### config.mk
export PLATFORM = sky130hd
export DESIGN_NAME = tvn_div_step
export DESIGN_NICKNAME = d
export VERILOG_FILES = /design/src/sv/tvn_pkg.sv /design/src/sv/tvn_div_step.sv
export SDC_FILE = /design/constraint.sdc
export NUM_CORES = 1
export LEC_CHECK = 0
export BUFFER_PORTS_ARGS = -buffer_cell sky130_fd_sc_hd__clkbuf_2
export CORE_MARGIN = 10
export CORE_UTILIZATION = 30
export DETAILED_ROUTE_END_ITERATION = 12
export PLACE_DENSITY = 0.52
export SYNTH_ARGS = -nofsm -noshare
export SYNTH_HDL_FRONTEND = slang
export SYNTH_SLANG_ARGS = --single-unit
### constraint.sdc
create_clock -name clk -period 5 [get_ports clk]
set_input_delay 0.75 -clock clk [delete_from_list [all_inputs] [get_ports clk]]
set_output_delay 0.75 -clock clk [all_outputs]
set_load 0.005 [all_outputs]
### src/sv/tvn_pkg.sv
// ----------------------------------------------------------------------------
// Tileable value noise package
// Shared constants and hash helper functions for the fractal value noise unit.
// ----------------------------------------------------------------------------
package tvn_pkg;

  localparam int COORD_BITS = 16;
  localparam int QW         = 17;

  localparam logic [31:0] MIX_K1  = 32'h7feb352d;
  localparam logic [31:0] MIX_K2  = 32'h846ca68b;
  localparam logic [31:0] HASH_KX = 32'h9E3779B9;
  localparam logic [31:0] HASH_KS = 32'h85EBCA6B;

  localparam logic [19:0] FADE_C15 = 20'd983040;
  localparam logic [19:0] FADE_C10 = 20'd655360;
  localparam logic [16:0] ONE16    = 17'd65536;

  typedef enum logic [1:0] {
    REG_PERIOD_X     = 2'd0,
    REG_PERIOD_Y     = 2'd1,
    REG_NOISE_SEED   = 2'd2,
    REG_OCTAVE_COUNT = 2'd3
  } reg_index_t;

  function automatic logic [31:0] mix_a(input logic [31:0] x);
    logic [31:0] y;
    y = x ^ (x >> 16);
    return y * MIX_K1;
  endfunction

  function automatic logic [31:0] mix_b(input logic [31:0] x);
    logic [31:0] y;
    y = x ^ (x >> 15);
    return y * MIX_K2;
  endfunction

  function automatic logic [31:0] mix_c(input logic [31:0] x);
    return x ^ (x >> 16);
  endfunction

endpackage

### src/sv/tvn_div_step.sv
// ----------------------------------------------------------------------------
// Divider step
// One restoring step of the normalising division: settles one quotient bit.
// ----------------------------------------------------------------------------
module tvn_div_step import tvn_pkg::*; #(
  parameter int SW  = 24,
  parameter int DW  = 8,
  parameter int BIT = 0
) (
  input  logic          clk,
  input  logic          rst,
  input  logic          adv,
  input  logic [DW-1:0] d,
  input  logic          in_valid,
  input  logic [SW-1:0] in_rem,
  input  logic [QW-1:0] in_q,
  output logic          out_valid,
  output logic [SW-1:0] out_rem,
  output logic [QW-1:0] out_q
);

  logic [SW+QW-1:0] dsh;
  logic             take;

  assign dsh  = (SW+QW)'(d) << BIT;
  assign take = (SW+QW)'(in_rem) >= dsh;

  always_ff @(posedge clk) begin
    if (rst) begin
      out_valid <= 1'b0;
    end else if (adv) begin
      out_valid <= in_valid;
    end
  end

  always_ff @(posedge clk) begin
    if (adv) begin
      out_rem <= take ? SW'((SW+QW)'(in_rem) - dsh) : in_rem;
      out_q   <= take ? (in_q | (QW'(1) << BIT)) : in_q;
    end
  end

  a_rem_bound: assert property (@(posedge clk) disable iff (rst)
    (out_valid && (d != '0)) |-> ((SW+QW)'(out_rem) < dsh))
    else $error("division remainder out of bound");

endmodule

==> results of run 1 <==
[synthesized netlist by cell type (3+ instances only)]
cell type | count | share of area
a21oi_1 | 11 | 0.025
inv_1 | 10 | 0.017
nor2_1 | 15 | 0.026
nand3b_1 | 3 | 0.010
o21ai_0 | 3 | 0.0069
ha_1 | 8 | 0.046
xnor2_1 | 18 | 0.073
nand3_1 | 4 | 0.0092
edfxtp_1 | 41 | 0.57
nand2_1 | 5 | 0.0087
[routing by layer]
| layer | track usage | share of wire | vias up | routed length (um) |
|---|---|---|---|---|
| li1 | - | - | 796 | - |
| met1 | 0.109 | 0.42 | 740 | 2270 |
| met2 | 0.173 | 0.51 | 47 | 2750 |
| met3 | 0.0301 | 0.059 | 8 | 322 |
| met4 | 0.0412 | 0.018 | 0 | 96 |
| met5 | 0 | 0 | - | 0 |
[power by group through the flow]
stage / logic (W) / registers (W) / clock network [W]
floorplan: 0.0000695 / 0.000448 / 0
CTS: 0.000156 / 0.000435 / 0.000225
global placement: 0.000155 / 0.000442 / 0
finish: 0.000152 / 0.000434 / 0.000216
detailed placement: 0.000156 / 0.000443 / 0
global route: 0.000171 / 0.000438 / 0.000243
[path summary, 6_finish.rpt]
check,startpoint,cells after the start,slack (ns),to
worst max-delay path,d[1],9,2.23,out_rem[23]$_DFFE_PP_
worst max register to register,out_valid$_SDFFE_PP0P_,2,4.40,out_valid$_SDFFE_PP0P_
worst min register to register,out_valid$_SDFFE_PP0P_,2,0.51,out_valid$_SDFFE_PP0P_
worst min-delay path,out_valid$_SDFFE_PP0P_,2,0.51,out_valid$_SDFFE_PP0P_
[state kept, by name, indices dropped and copies added (netlist names)]
name / flops
out_rem: 24
out_q: 17
out_valid: 1
[stage by stage]
stage	cells	util	cell area, um^2	worst slack [ns]
floorplan	163	-	2170	2.32
global placement	351	0.396	2730	1.91
detailed placement	351	0.396	2730	1.89
CTS	359	0.408	2820	2.21
global route	359	0.408	2820	2.01
finish	359	0.408	2820	2.23
[worst min-delay path, stage by stage, from the launching register on]
cell	delay, ns
dfxtp_1	0.33
mux2i_1	0.07
nor2_1	0.07
[logic make-up (layout without fill, tap and decap cells)]
family                     after synthesis  after routing  synth area share
DFF                                     42             42             0.578
xor gates and xnor gates                20             20            0.0809
and+or+nand+nor                         49             49             0.146
muxes                                    4              4            0.0237
AOI/OAI and AO/OA                       27             27            0.0890
adders and majority gates                9              9            0.0555
buffers and inverters                   12            112            0.0277
[layout make-up]
| class | count | area share |
|---|---|---|
| clock buffer | 5 | 0.0244 |
| inverter | 10 | 0.0133 |
| tap | 96 | 0.0426 |
| multi-input combinational | 109 | 0.303 |
| clock inverter | 3 | 0.00577 |
| timing repair buffer | 94 | 0.167 |
| sequential | 42 | 0.444 |
==> metrics.yaml, run 1 <==
run_status:
  outcome: "completed"
global_routing:
  grt_max_degree: 43
  grt_pass1_vias: 1710
  grt_pass1_wl_um: 8850
  track_usage: 0.0993
  gr-total-overflow: 0
  antenna_found_initial: 0
placed_design:
  gp_congestion: 0.719
  port_buffers: 94
  hpwl_um: 4320
cts:
  cts_setup_buffers: 0
  clk_pin_slew_ns: 0.08
  cts_buffers: 5
  insertion_delay_ns: 0.29
  ctsResizeCount: 0
  cts_hold_buf: 0
  cts_sinks: 42
  cts_tree: "done"
  root_buffer: "clkbuf_8"
  clock_path_buffers: 2
  h-tree-depth: 2
worst_setup_path:
  crit_buf_inv: 2
  worstPathMaxFanout: 3
  max_stage_delay_ns: 0.37
  path_delay_family: "compound AO/OA/AOI/OAI gates"
  cp.arrival_ns: 2.82
  worstPathRequired_ns: 5.06
  path_class: "in -> reg"
  cpMaxStageDelayCell: "mux2_2"
  end_kind: "flip-flop"
  worstSetupStartpointType: "input pin"
  path_cells: "clkbuf_2 -> inv_1 -> ha_1 -> nor2b_1 -> o31ai_1 -> a311oi_1 -> a31oi_1 -> nor4bb_1 -> mux2_2"
flow_run:
  maxCapViolations: 0
routing:
  routed_wl_um: 5440
  post_drt_wl_per_cell_um: 15.2
  drc_errors: 0
  drt_iter0_markers: 59
  vias_per_cell: 4.43
  vias: 1591
  drt-pass1-iter-count: 4
  antenna_left: 0
power_and_ir_drop:
  power_w: 0.000802
  pwr-share-seq: 0.542
  clkPwrFrac: 0.269
  p_leak_nw: 1.21
  p_per_area_nw_per_um2: 284
  power_switching_w: 0.000206
  p_sw_frac: 0.256
  ir_worst_vdd_v: 0.0000943
  internal_power_w: 0.000596
  comb_power_share: 0.189
sta:
  fmax_mhz: 361
  relSlewSlack: 0.254
  fin_crit_sh: 0.553
  holdWs_ns: 0.507
  period_needed_ns: 2.77
  rsz0062_at_grt: "false"
  skew_ns: 0
  tightest_slew_ns: 1.12
  setup_viol: 0
  drv_slew: 0
  hold_violations: 0
  fin_tns_setup_ns: 0
logic_synthesis:
  async_reset_ff_frac: 0
  synth_seq_area_share: 0.578
  ys.warnings.count: 0
  synthFlopType: "edfxtp_1"
  synth_nets: 225
  ys_seq_elements: 42
  synthCells: 163
  synth_edf_count: 41
  syn_area_um2: 2170
  post_synth_num_cell_types: 46
  postSynthAreaPerCell_um2: 13.3
floorplanning:
  ios: 95
  die_w_um: 105
  fp-row-count: 30
  fp.dieH_um: 105
  initial_core_util: 0.314
  die-area_um2: 11000
  core_region_area_um2: 6910
cells_and_area:
  drive_gt1_frac: 0.433
  diodes: 0
  final_common_cell: "clkbuf_2"
  layout_common_cells: "94 x clkbuf_2, 41 x edfxtp_1, 18 x xnor2_1"
  multi_input_area_um2: 855
  seq_area_um2: 1250
  nFillCells: 696
  area_growth_pct: 30.2
  layout.nets: 324
min_path:
  min_path_type: "reg -> reg"
(Power assumes the default switching activity.)
==> run 2: changes to the inputs <==
ABC_AREA = 1   (was not set)
clock period = 2.5 ns   (was 5 ns; I/O delays follow)
==> metrics.yaml, run 2 <==
run_status:
  outcome: "completed"  # unchanged
power_and_ir_drop:
  p_leak_nw: 1.57  # was 1.21 nW
  ir_worst_vdd_v: 0.000154  # was 0.0000943 V
  clkPwrFrac: 0.306  # was 0.269
  p_per_area_nw_per_um2: 535  # was 284 nW/um^2
  p_sw_frac: 0.261  # was 0.256
  comb_power_share: 0.201  # was 0.189
  power_switching_w: 0.000460  # was 0.000206 W
  pwr-share-seq: 0.492  # was 0.542
  internal_power_w: 0.00130  # was 0.000596 W
logic_synthesis:
  synthCells: 305  # was 163
  ys_seq_elements: 42  # unchanged
  yosysMostFrequentCell: "nand2_1"  # was edfxtp_1
  synth_nets: 367  # was 225
  async_reset_ff_frac: 0  # unchanged
  yosys-top-cells-area: "edfxtp_1 47%, nand2_1 13%, inv_1 7.5%"  # was edfxtp_1 57%, xnor2_1 7.3%, ha_1 4.6%
  synth_top_area_frac: 0.473  # was 0.568
  syn_area_um2: 2600  # was 2170 um^2
  synth_seq_area_share: 0.481  # was 0.578
  netlist_top_cells_count: "89 x nand2_1, 52 x inv_1, 41 x edfxtp_1"  # was 41 x edfxtp_1, 18 x xnor2_1, 15 x nor2_1
  synthFlopType: "edfxtp_1"  # unchanged
  ys.warnings.count: 0  # unchanged
  post_synth_num_cell_types: 29  # was 46
  yosysTopAreaCell: "edfxtp_1"  # unchanged
  postSynthAreaPerCell_um2: 8.53  # was 13.3 um^2
  synth_edf_count: 41  # unchanged
sta:
  fin_crit_sh: 0.810
  relSlewSlack: 0.630  # was 0.254
  holdWs_ns: 0.232  # was 0.507 ns
  setup_viol: 0  # unchanged
  period_needed_ns: 2.03
  drv_slew: 0  # unchanged
  rsz0062_at_grt: "false"  # unchanged
  hold_violations: 0  # unchanged
  fmax_mhz: 494
  skew_ns: 0  # unchanged
  tightest_slew_ns: 0.555  # was 1.12 ns
  fin_tns_setup_ns: 0  # unchanged
global_routing:
  grt_pass1_vias: 2281  # was 1,710
  grt_max_degree: 43  # unchanged
  antenna_found_initial: 0  # unchanged
  gr-total-overflow: 0  # unchanged
  track_usage: 0.107  # was 0.0993
  grt_pass1_wl_um: 11200  # was 8850 um
worst_setup_path:
  reg2reg_depth: 2  # unchanged
  cp.arrival_ns: 2.07  # was 2.82 ns
  end_kind: "flip-flop"  # unchanged
  cpMaxStageDelayCell: "nor2_8"  # was mux2_2
  max_stage_delay_ns: 0.43  # was 0.37 ns
  critPathCapture: "out_q[0]$_SDFFCE_PN1P_"  # was out_rem[23]$_DFFE_PP_
  path_class: "in -> reg"  # unchanged
  rrSetupSlack_ns: 1.92  # was 4.40 ns
  worstPathMaxFanout: 25  # was 3
  worstSetupStartpoint: "d[7]"  # was d[1]
  worstPathRequired_ns: 2.55  # was 5.06 ns
  path_cells: "clkbuf_2 -> inv_1 -> ha_1 -> nand2_1 -> nand2_1 -> inv_1 -> nand2_1 -> inv_1 -> nand2_2 -> nor2_8 -> inv_2 -> or2_1"  # was clkbuf_2 -> inv_1 -> ha_1 -> nor2b_1 -> o31ai_1 -> a311oi_1 -> a31oi_1 -> nor4bb_1 -> mux2_2
  worstSetupStartpointType: "input pin"  # unchanged
  reg2reg_from: "out_valid$_SDFFE_PP0P_"  # unchanged
  worstReg2RegEnd: "out_valid$_SDFFE_PP0P_"  # unchanged
placed_design:
  hpwl_um: 5750  # was 4320 um
  gp_congestion: 0.834  # was 0.719
  port_buffers: 94  # unchanged
routing:
  drt-pass1-iter-count: 4  # unchanged
  drt_iter0_markers: 88  # was 59
  vias: 2246  # was 1,591
  routed_wl_um: 6930  # was 5440 um
  post_drt_wl_per_cell_um: 13.5  # was 15.2 um
  vias_per_cell: 4.39  # was 4.43
  antenna_left: 0  # unchanged
  drc_errors: 0  # unchanged
cells_and_area:
  final_common_cell: "clkbuf_2"  # unchanged
  top_regs: "out_rem: 24 flops, out_q: 17 flops, out_valid: 1 flops"  # unchanged
  layout.nets: 468  # was 324
  largest_register_ffs: 24  # unchanged
  drive_gt1_frac: 0.312  # was 0.433
  regMostFlops: "out_rem"  # unchanged
  layout_common_cells: "94 x clkbuf_2, 89 x nand2_1, 52 x inv_1"  # was 94 x clkbuf_2, 41 x edfxtp_1, 18 x xnor2_1
  diodes: 0  # unchanged
  area_growth_pct: 26.7  # was 30.2%
floorplanning:
  fp.dieH_um: 113  # was 105 um
  initial_core_util: 0.312  # was 0.314
  core_region_area_um2: 8340  # was 6910 um^2
  fp-row-count: 33  # was 30
  die-area_um2: 12800  # was 11,000 um^2
  die_w_um: 113  # was 105 um
  ios: 95  # unchanged
cts:
  cts_buffers: 5  # unchanged
  clock_path_buffers: 2  # unchanged
  root_buffer: "clkbuf_8"  # unchanged
  h-tree-depth: 2  # unchanged
  cts_sinks: 42  # unchanged
  clk_pin_slew_ns: 0.08  # about the same
  ctsResizeCount: 0  # unchanged
  cts_tree: "done"  # unchanged
  cts_setup_buffers: 0  # unchanged
  cts_hold_buf: 0  # unchanged
  insertion_delay_ns: 0.29  # about the same
flow_run:
  maxCapViolations: 0  # unchanged
min_path:
  min_path_type: "in -> reg"  # was reg -> reg
  min_path_cells: 2  # unchanged
run 2: worst min-delay path by stage:
stage	from	end
finish	rst	out_valid$_SDFFE_PP0P_
global route	rst	out_valid$_SDFFE_PP0P_
CTS	rst	out_valid$_SDFFE_PP0P_
detailed placement	out_valid$_SDFFE_PP0P_	out_valid$_SDFFE_PP0P_
global placement	out_valid$_SDFFE_PP0P_	out_valid$_SDFFE_PP0P_
floorplan	rst	out_valid$_SDFFE_PP0P_
run 2: worst max-delay path, delay by kind of cell:
kind,cells,cell delay [ns]
AND/OR/NAND/NOR,6,0.98
buffers and inverters,5,0.35
adder cells (fa/ha/maj),1,0.35
run 2: cells by family after synthesis:
kind of cell | count (synthesis) | synth area share
simple gates | 167 | 0.293
fa+ha+maj | 9 | 0.0462
mux | 1 | 0.00385
flops | 42 | 0.481
compound gates | 20 | 0.0505
xor+xnor | 11 | 0.0370
buf+inv | 55 | 0.0885
run 2: metal layers:
metal | up-vias | global-route usage | wire, um
li1 | 1176 | - | -
met1 | 993 | 0.123 | 2950
met4 | 0 | 0.0254 | 51
met2 | 72 | 0.184 | 3350
met5 | - | 0 | 0
met3 | 5 | 0.0396 | 587
run 2: layout make-up:
cell class	count	area, um^2
tap	105	131
multi-input combinational	208	1120
sequential	42	1250
fill	887	5040
inverter	53	199
clock buffer	6	72.6
clock inverter	2	37.5
timing repair buffer	96	485
run 2: power by group through the flow:
stage	Combinational [W]	Clock [W]	Sequential, W
floorplan	0.000174	0	0.000896
global placement	0.000361	0	0.000884
detailed placement	0.000363	0	0.000885
CTS	0.000365	0.000569	0.000869
global route	0.000404	0.000595	0.000875
finish	0.000355	0.000540	0.000868
run 2: stage by stage:
stage	std cells	setup WS (ns)	power, W	instance area, um^2	utilization
2_1_floorplan	305	0.582	0.00107	2600	-
3_3_place_gp	504	0.193	0.00125	3190	0.382
5_1_grt	512	0.256	0.00187	3300	0.395
4_1_cts	512	0.462	0.00180	3300	0.395
3_5_place_dp	504	0.147	0.00125	3190	0.382
6_report	512	0.474	0.00176	3300	0.395
==> run 3: changes to the inputs <==
clock period = 1.8 ns   (was 2.5 ns; I/O delays follow)
==> metrics.yaml, run 3 (synthesized netlist as in run 2, its figures left out) <==
routing:
  drt-pass1-iter-count: 4  # unchanged
  routed_wl_um: 7190  # was 6930 um
  antenna_left: 0  # unchanged
  post_drt_wl_per_cell_um: 13.3  # was 13.5 um
  drt_iter0_markers: 95  # was 88
  vias_per_cell: 4.34  # was 4.39
  drc_errors: 0  # unchanged
  vias: 2346  # was 2,246
cells_and_area:
  regMostFlops: "out_rem"  # unchanged
  largest_register_ffs: 24  # unchanged
  top_regs: "out_rem: 24 flops, out_q: 17 flops, out_valid: 1 flops"  # unchanged
  layout.nets: 497  # was 468
  diodes: 0  # unchanged
  final_common_cell: "clkbuf_2"  # unchanged
  final_cells: 541  # was 512
  layout_common_cells: "94 x clkbuf_2, 89 x nand2_1, 52 x inv_1"  # unchanged
  area_growth_pct: 35.1  # was 26.7%
  drive_gt1_frac: 0.362  # was 0.312
sta:
  period_needed_ns: 1.63
  drv_slew: 0  # unchanged
  hold_violations: 0  # unchanged
  holdWs_ns: 0.125  # was 0.232 ns
  setup_viol: 0  # unchanged
  rsz0062_at_grt: "false"  # unchanged
  tightest_slew_ns: 0.392  # was 0.555 ns
  timing.final.ws_setup_ns: 0.169  # was 0.474 ns
  fin_crit_sh: 0.906
  fmax_mhz: 613
  relSlewSlack: 0.739  # was 0.630
  skew_ns: 0  # unchanged
  fin_tns_setup_ns: 0  # unchanged
floorplanning:
  initial_core_util: 0.312  # unchanged
  core_region_area_um2: 8340  # unchanged
  die-area_um2: 12800  # unchanged
  fp-row-count: 33  # unchanged
  die_w_um: 113  # unchanged
  ios: 95  # unchanged
  fp.dieH_um: 113  # unchanged
global_routing:
  grt_pass1_vias: 2358  # was 2,281
  antenna_found_initial: 0  # unchanged
  track_usage: 0.109  # was 0.107
  grt_max_degree: 16  # was 43
  grt_pass1_wl_um: 11500  # was 11,200 um
  gr-total-overflow: 0  # unchanged
worst_setup_path:
  end_kind: "flip-flop"  # unchanged
  path_class: "in -> reg"  # unchanged
  rrSetupSlack_ns: 1.22  # was 1.92 ns
  worstReg2RegEnd: "out_valid$_SDFFE_PP0P_"  # unchanged
  max_stage_delay_ns: 0.34  # was 0.43 ns
  crit_buf_inv: 5  # unchanged
  cp.arrival_ns: 1.68  # was 2.07 ns
  reg2reg_depth: 2  # unchanged
  worstSetupStartpointType: "input pin"  # unchanged
  path_cells: "clkbuf_2 -> inv_1 -> ha_1 -> nand2_1 -> nand2_1 -> inv_1 -> nand2_1 -> inv_1 -> nand2_2 -> nor2_8 -> inv_2 -> or2_1"  # unchanged
  path_delay_family: "simple AND/OR/NAND/NOR gates"  # unchanged
  worstPathMaxFanout: 7  # was 25
  worstPathRequired_ns: 1.85  # was 2.55 ns
  cpMaxStageDelayCell: "ha_1"  # was nor2_8
  reg2reg_from: "out_valid$_SDFFE_PP0P_"  # unchanged
run_status:
  outcome: "completed"  # unchanged
cts:
  cts_buffers: 5  # unchanged
  clock_path_buffers: 2  # unchanged
  cts_sinks: 42  # unchanged
  cts_setup_buffers: 0  # unchanged
  insertion_delay_ns: 0.29  # about the same
  h-tree-depth: 2  # unchanged
  cts_hold_buf: 0  # unchanged
  root_buffer: "clkbuf_8"  # unchanged
  ctsResizeCount: 0  # unchanged
  cts_tree: "done"  # unchanged
  clk_pin_slew_ns: 0.08  # about the same
power_and_ir_drop:
  comb_power_share: 0.233  # was 0.201
  power_switching_w: 0.000673  # was 0.000460 W
  p_leak_nw: 1.71  # was 1.57 nW
  internal_power_w: 0.00176  # was 0.00130 W
  clkPwrFrac: 0.271  # was 0.306
  p_sw_frac: 0.277  # was 0.261
  ir_worst_vdd_v: 0.000306  # was 0.000154 V
  p_per_area_nw_per_um2: 692  # was 535 nW/um^2
  pwr-share-seq: 0.496  # was 0.492
placed_design:
  port_buffers: 94  # unchanged
  gp_congestion: 0.856  # was 0.834
  place_ws_ns: -0.161  # was 0.147 ns
  hpwl_um: 6130  # was 5750 um
  dp_cells: 533  # was 504
flow_run:
  maxCapViolations: 0  # unchanged
min_path:
  hp-start: "rst"  # unchanged
  holdPathEnd: "out_valid$_SDFFE_PP0P_"  # unchanged
  min_path_cells: 2  # unchanged
  min_path_type: "in -> reg"  # unchanged
## run 3: final cells by class
type,instances,area (um^2)
Inverter,53,199
Fill cell,874,4820
Tap cell,105,131
Multi-Input combinational cell,208,1120
Timing Repair Buffer,125,716
Sequential cell,42,1250
Clock inverter,2,12.5
Clock buffer,6,82.6
## run 3: through the flow
step	power, W	utilization	area, um^2
2_1_floorplan	0.00149	-	2610
3_3_place_gp	0.00180	0.410	3420
3_5_place_dp	0.00181	0.410	3420
4_1_cts	0.00247	0.422	3520
5_1_grt	0.00257	0.422	3520
6_report	0.00243	0.422	3520
## run 3: worst max-delay path by stage
stage	from	end	slack, ns	cells past startpoint
6_report	d[7]	out_q[0]$_SDFFCE_PN1P_	0.17	12
5_1_grt	d[7]	out_rem[21]$_DFFE_PP_	0.0003	13
4_1_cts	d[7]	out_q[0]$_SDFFCE_PN1P_	0.13	12
3_5_place_dp	d[7]	out_q[0]$_SDFFCE_PN1P_	-0.16	12
3_3_place_gp	in_rem[0]	out_rem[22]$_DFFE_PP_	-0.15	11
2_1_floorplan	in_rem[0]	out_rem[3]$_DFFE_PP_	0.04	10
## run 3: power groups by stage
stage	sequential [W]	clock (W)	combinational [W]
6_report	0.00121	0.000660	0.000566
5_1_grt	0.00122	0.000714	0.000638
4_1_cts	0.00121	0.000683	0.000579
3_5_place_dp	0.00123	0	0.000576
3_3_place_gp	0.00123	0	0.000570
2_1_floorplan	0.00124	0	0.000242
## run 3: layer usage
layer	GRT usage	vias to the layer above	wire length [um]
li1	-	1233	-
met1	0.133	1036	3270
met2	0.181	73	3290
met3	0.0375	4	586
met4	0.0254	0	48
met5	0	-	0
